--- src/rtl/ffha_pkg.sv ---
// shared types, codes and constants of the first-fit heap allocator
package ffha_pkg;

	localparam int MAX_BLOCKS_DEF = 256;
	localparam int META_BYTES = 48;
	localparam int ALIGN_BYTES = 4;
	localparam int CNT_W = 9;
	localparam int SIZE_W = 27;
	localparam int RND_W = 28;
	localparam int SCAN_W = 16;

	localparam logic [31:0] HEAP_LIMIT_RST = 32'hFFFF_FFFF;
	localparam logic [26:0] MAX_REQUEST_RST = 27'd100000000;
	localparam logic [15:0] SPLIT_MIN_RST = 16'd128;

	typedef enum logic [2:0] {
		ST_OK = 3'd0,
		ST_BAD_SIZE = 3'd1,
		ST_NO_HEAP = 3'd2,
		ST_TABLE_FULL = 3'd3,
		ST_BAD_ADDR = 3'd4
	} status_t;

	typedef enum logic {
		CMD_ALLOC = 1'b0,
		CMD_FREE = 1'b1
	} cmd_t;

	typedef enum logic [1:0] {
		CFG_HEAP_LIMIT = 2'd0,
		CFG_MAX_REQUEST = 2'd1,
		CFG_SPLIT_MIN = 2'd2
	} cfg_reg_t;

	typedef struct packed {
		logic [31:0] heap_limit;
		logic [26:0] max_request;
		logic [15:0] split_min;
	} cfg_t;

	typedef struct packed {
		status_t status;
		logic [31:0] payload_addr;
		logic [CNT_W-1:0] free_block_count;
		logic [31:0] free_byte_count;
		logic [CNT_W-1:0] total_block_count;
		logic [31:0] total_byte_count;
	} res_t;

	typedef enum logic [3:0] {
		S_IDLE,
		S_START,
		S_A_WALK,
		S_A_TAILRD,
		S_A_TAIL,
		S_A_APPEND,
		S_A_FIT,
		S_NX,
		S_R_WALK,
		S_R_MATCH,
		S_R_PREV,
		S_WR_FIX,
		S_WR_HOLD,
		S_DONE
	} fsm_t;

endpackage

--- src/rtl/ffha_slot_finder.sv ---
// slot occupancy bits and lowest-free-slot search, one chunk of slots per cycle
module ffha_slot_finder #(
	parameter int MAX_BLOCKS = ffha_pkg::MAX_BLOCKS_DEF
) (
	input  logic                          clk,
	input  logic                          arst_n,
	input  logic                          start,
	input  logic                          set_en,
	input  logic [$clog2(MAX_BLOCKS)-1:0] set_idx,
	input  logic                          clr_en,
	input  logic [$clog2(MAX_BLOCKS)-1:0] clr_idx,
	output logic                          done,
	output logic                          found,
	output logic [$clog2(MAX_BLOCKS)-1:0] idx
);
	localparam int SIW = $clog2(MAX_BLOCKS);
	localparam int CH = ffha_pkg::SCAN_W;
	localparam int PEW = $clog2(CH);
	localparam int NCH = (MAX_BLOCKS + CH - 1) / CH;
	localparam int CHW = (NCH > 1) ? $clog2(NCH) : 1;
	localparam int PADW = NCH * CH;

	logic [MAX_BLOCKS-1:0] in_use_q;
	logic [PADW-1:0] pad;
	logic [CH-1:0] chunk;
	logic [CHW-1:0] chunk_q;
	logic busy_q, done_q, found_q;
	logic [SIW-1:0] idx_q;
	logic hit;
	logic [PEW-1:0] pe;
	logic last;

	// slots past the table read as taken
	always_comb begin
		pad = '1;
		pad[MAX_BLOCKS-1:0] = in_use_q;
	end

	assign chunk = pad[chunk_q*CH +: CH];
	assign last = (chunk_q == CHW'(NCH - 1));

	// lowest clear bit of the chunk
	always_comb begin
		hit = 1'b0;
		pe = '0;
		for (int i = CH - 1; i >= 0; i--) begin
			if (!chunk[i]) begin
				hit = 1'b1;
				pe = PEW'(i);
			end
		end
	end

	// scan control and occupancy bits
	always_ff @(posedge clk or negedge arst_n) begin
		if (!arst_n) begin
			in_use_q <= '0;
			busy_q <= 1'b0;
			done_q <= 1'b0;
			found_q <= 1'b0;
			chunk_q <= '0;
			idx_q <= '0;
		end else begin
			if (start) begin
				busy_q <= 1'b1;
				done_q <= 1'b0;
				chunk_q <= '0;
			end else if (busy_q) begin
				if (hit) begin
					busy_q <= 1'b0;
					done_q <= 1'b1;
					found_q <= 1'b1;
					idx_q <= SIW'({chunk_q, pe});
				end else if (last) begin
					busy_q <= 1'b0;
					done_q <= 1'b1;
					found_q <= 1'b0;
				end else begin
					chunk_q <= chunk_q + CHW'(1);
				end
			end
			if (set_en) begin
				in_use_q[set_idx] <= 1'b1;
				done_q <= 1'b0;
			end
			if (clr_en) begin
				in_use_q[clr_idx] <= 1'b0;
			end
		end
	end

	assign done = done_q;
	assign found = found_q;
	assign idx = idx_q;

	a_found_is_free: assert property (@(posedge clk) disable iff (!arst_n)
		(done_q && found_q) |-> !in_use_q[idx_q])
		else $error("reported slot is in use");

	a_busy_not_done: assert property (@(posedge clk) disable iff (!arst_n)
		busy_q |-> !done_q)
		else $error("search busy and done together");

endmodule

--- config.mk ---
export PLATFORM = sky130hd
export DESIGN_NAME = ffha_slot_finder
export DESIGN_NICKNAME = d
export VERILOG_FILES = /design/src/rtl/ffha_pkg.sv /design/src/rtl/ffha_slot_finder.sv
export SDC_FILE = /design/constraint.sdc
export NUM_CORES = 1
export LEC_CHECK = 0
export ABC_AREA = 0
export BUFFER_PORTS_ARGS = -buffer_cell sky130_fd_sc_hd__buf_2
export CAP_MARGIN = 20
export CELL_PAD_IN_SITES_DETAIL_PLACEMENT = 0
export CELL_PAD_IN_SITES_GLOBAL_PLACEMENT = 1
export CORE_MARGIN = 5
export CORE_UTILIZATION = 51
export DETAILED_ROUTE_END_ITERATION = 7
export PLACE_DENSITY_LB_ADDON = 0.15
export SLEW_MARGIN = 5
export SYNTH_ARGS = -nofsm -noshare
export SYNTH_HDL_FRONTEND = slang
export SYNTH_SLANG_ARGS = --single-unit
--- constraint.sdc ---
create_clock -name clk -period 3.12 [get_ports clk]
set_input_delay 0.312 -clock clk [delete_from_list [all_inputs] [get_ports clk]]
set_output_delay 0.312 -clock clk [all_outputs]
set_load 0.02 [all_outputs]
==> results of run 1 <==
critical path: stages (launching register included):
cell and delay (ps):
dfrtp_4 570, buf_4 230, mux4_1 350, a221oi_1 100, buf_4 170, or4bb_4 580
o31ai_4 540, mux2_2 390
repair_timing:
item	CTS	global route
gates resized for setup	0	2
hold endpoints to repair	81	0
hold buffers	1	0
endpoints found under the setup margin	0	9
through the flow:
stage / power [mW] / instances / util [%]
after floorplan: 4.44 / 1184 / -
after global placement: 4.80 / 1539 / 55.4
after global routing: 8.25 / 1593 / 59.0
after CTS: 7.98 / 1592 / 58.9
after detailed placement: 4.82 / 1539 / 55.4
final: 7.97 / 1594 / 59.0
power groups by stage:
stage / sequential [mW] / combinational (mW) / clock (mW)
after floorplan: 3.96 / 0.483 / 0
after global placement: 4.03 / 0.769 / 0
after detailed placement: 4.03 / 0.791 / 0
after CTS: 3.97 / 0.795 / 3.21
after global routing: 4.00 / 0.888 / 3.37
final: 3.98 / 0.804 / 3.19
path summary, 6_finish.rpt:
path	from	to	slack (ps)	depth (start not counted)
min in group asynchronous	arst_n	in_use_q[177]	350	2
min	start	chunk_q[2]	30	2
max	chunk_q[1]	idx[6]	70	7
max reg2reg	chunk_q[1]	idx[6]	70	7
min reg2reg	found	found	480	2
max in group asynchronous	arst_n	chunk_q[0]	1890	3
flip-flops by register name (all words and copies together) (netlist names):
signal and flops:
busy_q 1, chunk_q 4, done 1, found 1
idx 8, in_use_q 256
final cells by class:
type | instances | share of cell area [%]
inverter | 6 | 0.152
tap | 330 | 2.79
timing repair buffer | 129 | 6.82
multi-input combinational | 805 | 38.6
clock buffer | 45 | 5.50
sequential | 271 | 45.9
antenna | 1 | 0.0169
clock inverter | 7 | 0.313
layout by cell type, fill, tap and decap left out, drive strengths merged, types with 4 or more instances in the layout:
cell type	Yosys	layout
clkbuf	86	45
nand3	4	4
mux2	4	4
buf	16	128
inv	6	6
o21ai	6	6
nor2	48	48
and2	51	51
nand2	17	17
a22oi	5	5
a22o	4	4
nor4	4	4
a21oi	507	507
nand2b	20	20
dfrtp	271	271
clkinv	0	7
nor3	27	27
a31oi	12	12
mux4	75	75
cell families (layout without fill, tap and decap cells):
logic type | count (synthesis) | count (layout) | share of synthesized area, %
other cells | 0 | 1 | 0
xor+xnor | 3 | 3 | 0.203
fa+ha+maj | 1 | 1 | 0.0965
compound gates | 542 | 542 | 21.6
buf+inv | 108 | 187 | 3.96
mux | 81 | 81 | 14.7
flops | 271 | 271 | 52.3
simple gates | 178 | 178 | 7.14
metal layers:
layer  track usage (%)  wire (um)
met4              9.14       1500
met1              48.8      19200
met3              7.76       5220
met5                 0         13
met2              46.1      20200
==> results_dict.tcl, run 1 <==
set metrics [dict create \
    yosysTopAreaCellShare_pct 52.3 \
    cp.arrival_ps 3490 \
    yosysMostFrequentCell "a21oi_1" \
    pre_cts_ws_ps 90.7 \
    rsz0062_at_grt "true" \
    clkTransAtPathRegs_ps 60 \
    p_int_mw 5.90 \
    worst_slew_pin_slew_ps 939 \
    register_area_mm2 0.00679 \
    ys_seq_elements 271 \
    min_path_type "in -> reg" \
    cts_tree "done" \
    cts_buffer_depth 3 \
    syn_area_mm2 0.0130 \
    row_count 58 \
    drt-vias-per-instance 6.84 \
    cp-end-kind "register" \
    area_growth_syn_to_layout_pct 14.2 \
    finalNetCount 1263 \
    die_w_um 169 \
    power.leakage_nw 6.72 \
    required_ps 3560 \
    cap_violations 0 \
    ys_warn_count 0 \
    final_area_mm2 0.0148 \
    initial_utilization_pct 51.6 \
    run_status "finished, final reports clean" \
    avgSynthCellArea_um2 10.9 \
    ios 31 \
    synth_edf_count 0 \
    ant_nets 0 \
    max_slew_margin_pct 36.9 \
    grt_pass1_wl_mm 68.2 \
    p_switching_mw 2.07 \
    grt-ovfl-total 0 \
    p_comb_share_pct 10.1 \
    drv_slew 0 \
    start_kind "register" \
    fin_ws_ps 65.2 \
    criticalPathCategory "reg -> reg" \
    antenna_found_initial 1 \
    ys_seq_area_share_pct 52.3 \
    wirelength_mm 46.1 \
    hold_ws_ps 30.3 \
    vdd_ir_drop_max_mv 0.398 \
    period_minus_slack_ps 3050 \
    ys_types 43 \
    cp_max_fo 11 \
    grt_max_degree 86 \
    postPlaceCellArea_mm2 0.0139 \
    core_area_mm2 0.0251 \
    synthArstFlopShare_pct 100 \
    clock_latency_ps 550 \
    htree_num_levels 1 \
    syn-num-nets 1206 \
    multi_input_area_mm2 0.00571 \
    synth_top_cell_by_area "dfrtp_1" \
    drtIter0Drc 1571 \
    skew_ps 13.4 \
    synth_common_cells "507 x a21oi_1, 271 x dfrtp_1, 82 x clkbuf_1, 48 x nor2_1, 45 x and2_1" \
    switching_share_pct 26.0 \
    layout-drive-gt1-share_pct 17.5 \
    setup_viol 0 \
    yosys-top-cells-area "dfrtp_1 52%, a21oi_1 20%, mux4_1 8.1%, mux4_2 6.1%, clkbuf_1 2.4%" \
    clock.fmax_ghz 0.327 \
    gp_routability_congestion 0.913 \
    firstDrtPassIters 5 \
    synth_flop_cell "dfrtp_1" \
    dpl.hpwl_mm 31.2 \
    pwr-share-clk_pct 40.0 \
    post_cts_buffers 0 \
    n_fill_cell 2136 \
    p_per_area_mw_per_mm2 538 \
    vias 10900 \
    dieArea_mm2 0.0287 \
    drt-wirelength-per-cell_um 28.9 \
    track_usage_pct 32.0 \
    syn_inst 1184 \
    pwr-share-seq_pct 49.9 \
    cts_made_buffers 28 \
    cts_root_buffer "clkbuf_16" \
    port_buffers 30 \
    finalSetupTns_ps 0 \
    hold_violations 0 \
    first_global_vias 10300 \
    fin_crit_sh_pct 97.9 \
    drc 0 \
    die_y_um 169 \
    cts.sinks 271 \
]
Power figures use the tool's default switching activity.
==> inputs of run 2 (changes only) <==
Settings changed: BUFFER_PORTS_ARGS -buffer_cell sky130_fd_sc_hd__buf_2 to unset, CORE_UTILIZATION 51 to 52, DONT_BUFFER_PORTS set to 1, PLACE_DENSITY set to 0.9, PLACE_DENSITY_LB_ADDON 0.15 to unset.
==> results_dict.tcl, run 2 (synthesis gave the netlist of run 1 again) <==
set metrics [dict create \
    wirelength_mm 43.9 \
    first_global_vias 10700 \
    multi_input_area_mm2 0.00572 \
    required_ps 3540 \
    regMostFlops "in_use_q" \
    period_minus_slack_ps 3080 \
    cts_tree "done" \
    hold_violations 272 \
    vias 10800 \
    final_core_util_pct 59.7 \
    gp_routability_congestion 0.931 \
    drc 0 \
    clkTransAtPathRegs_ps 60 \
    dieArea_mm2 0.0282 \
    fin_crit_sh_pct 98.6 \
    initial_utilization_pct 53.0 \
    vdd_ir_drop_max_mv 0.459 \
    p_per_area_mw_per_mm2 555 \
    track_usage_pct 30.7 \
    grt_pass1_wl_mm 66.3 \
    setup_viol 0 \
    firstDrtPassIters 6 \
    cp-end-kind "register" \
    worst_slew_pin_slew_ps 1060 \
    grt_max_degree 272 \
    dpl.hpwl_mm 27.2 \
    final_common_cell "a21oi_1" \
    clock.fmax_ghz 0.325 \
    violations "hold timing" \
    skew_ps 10.8 \
    ant_nets 0 \
    cp.arrival_ps 3500 \
    pwr-share-clk_pct 42.7 \
    power.leakage_nw 6.55 \
    n_fill_cell 1931 \
    p_switching_mw 1.95 \
    switching_share_pct 24.0 \
    core_area_mm2 0.0245 \
    p_comb_share_pct 8.2 \
    cts-hold-fix-buffers 5 \
    fin_ws_ps 43.9 \
    cts_root_buffer "clkbuf_16" \
    drv_slew 0 \
    finalNetCount 1219 \
    cts_buffer_depth 3 \
    grt_use_met2_pct 46.4 \
    die_y_um 168 \
    die_w_um 168 \
    cp_max_fo 37 \
    pwr-share-seq_pct 49.0 \
    use_met3_pct 8.65 \
    hold_ws_ps -542 \
    finalSetupTns_ps 0 \
    layout-drive-gt1-share_pct 15.0 \
    pre_cts_ws_ps 59.6 \
    cts_made_buffers 28 \
    run_status "finished, violations left" \
    criticalPathCategory "reg -> reg" \
    busiest_layer "met2" \
    row_count 57 \
    register_area_mm2 0.00679 \
    antenna_found_initial 0 \
    ios 31 \
    port_buffers 0 \
    drt-vias-per-instance 7.03 \
    start_kind "register" \
    drtIter0Drc 1852 \
    post_cts_buffers 0 \
    grt-ovfl-total 0 \
    htree_num_levels 1 \
    mostFrequentLayoutCells "507 x a21oi_1, 269 x dfrtp_1, 75 x buf_4, 48 x nor2_1, 45 x and2_1" \
    max_slew_margin_pct 28.9 \
    area_growth_syn_to_layout_pct 12.7 \
    cts.sinks 271 \
    largest_reg_flops 256 \
    rsz0062_at_grt "false" \
    cap_violations 0 \
    p_int_mw 6.15 \
    clock_latency_ps 550 \
    min_path_type "in -> async" \
    drt-wirelength-per-cell_um 28.5 \
    grt_use_met1_pct 40.8 \
]
==> run 2: cell count changes in the layout (fill, tap and decap cells not counted), moves of 2 or more <==
cell,change
buf_12,-3
clkinv_2,-2
clkbuf_1,-9
clkbuf_8,+4
bufinv_16,+2
buf_2,-29
dlygate4sd3_1,+4
buf_4,-14
==> run 2: per-layer routing <==
metal | part of all wire [%] | vias up
met5 | 0 | -
li1 | - | 4438
met4 | 6.8 | 0
met3 | 13 | 221
met2 | 44 | 852
met1 | 36 | 5321
==> run 2: final cells by class <==
cell class                 count  area share [%]
sequential                   271            46.5
timing repair buffer          85            4.88
inverter                       6           0.154
multi-input combinational    805            39.2
tap                          324            2.77
clock inverter                 8           0.659
clock buffer                  41            5.89
antenna                        1          0.0171
==> run 2: timing repair <==
item / CTS / global route
resized for setup: 0 / 5
hold endpoints to repair: 285 / 271
endpoints found under the setup margin: 0 / 8
==> run 2: through the flow <==
| stage | total power, mW | cell area (um2) | std cells |
|---|---|---|---|
| floorplan | 4.44 | 13000 | 1184 |
| global placement | 4.63 | 13600 | 1485 |
| detailed placement | 4.66 | 13600 | 1485 |
| CTS | 8.08 | 14600 | 1539 |
| global route | 8.36 | 14600 | 1540 |
| finish | 8.10 | 14600 | 1541 |
==> run 2: power groups by stage <==
| stage | Sequential (mW) | Combinational [mW] | Clock, mW |
|---|---|---|---|
| 4_1_cts | 3.97 | 0.649 | 3.47 |
| 5_1_grt | 4.00 | 0.729 | 3.63 |
| 3_3_place_gp | 4.02 | 0.607 | 0 |
| 3_5_place_dp | 4.02 | 0.634 | 0 |
| 2_1_floorplan | 3.96 | 0.483 | 0 |
| 6_report | 3.97 | 0.667 | 3.46 |
==> run 2: critical path: stages (launching register included) <==
cell	delay, ps
dfrtp_4	500
buf_12	190
mux4_1	370
mux4_2	340
nand2_1	110
or3_1	390
a2111o_1	480
or2_4	280
xor2_1	190
nor2_1	60
==> run 2: path summary, 6_finish.rpt <==
path | startpoint | endpoint | slack [ps] | cells after the start
max in group asynchronous | arst_n | in_use_q[25] | 3110 | 0
min in group clk | clr_idx[1] | in_use_q[252] | -10 | 2
worst min-delay path | arst_n | in_use_q[197] | -540 | 0
worst max register to register | chunk_q[0] | chunk_q[0] | 40 | 9
worst min register to register | in_use_q[205] | in_use_q[205] | 520 | 2
worst max-delay path | chunk_q[0] | chunk_q[0] | 40 | 9
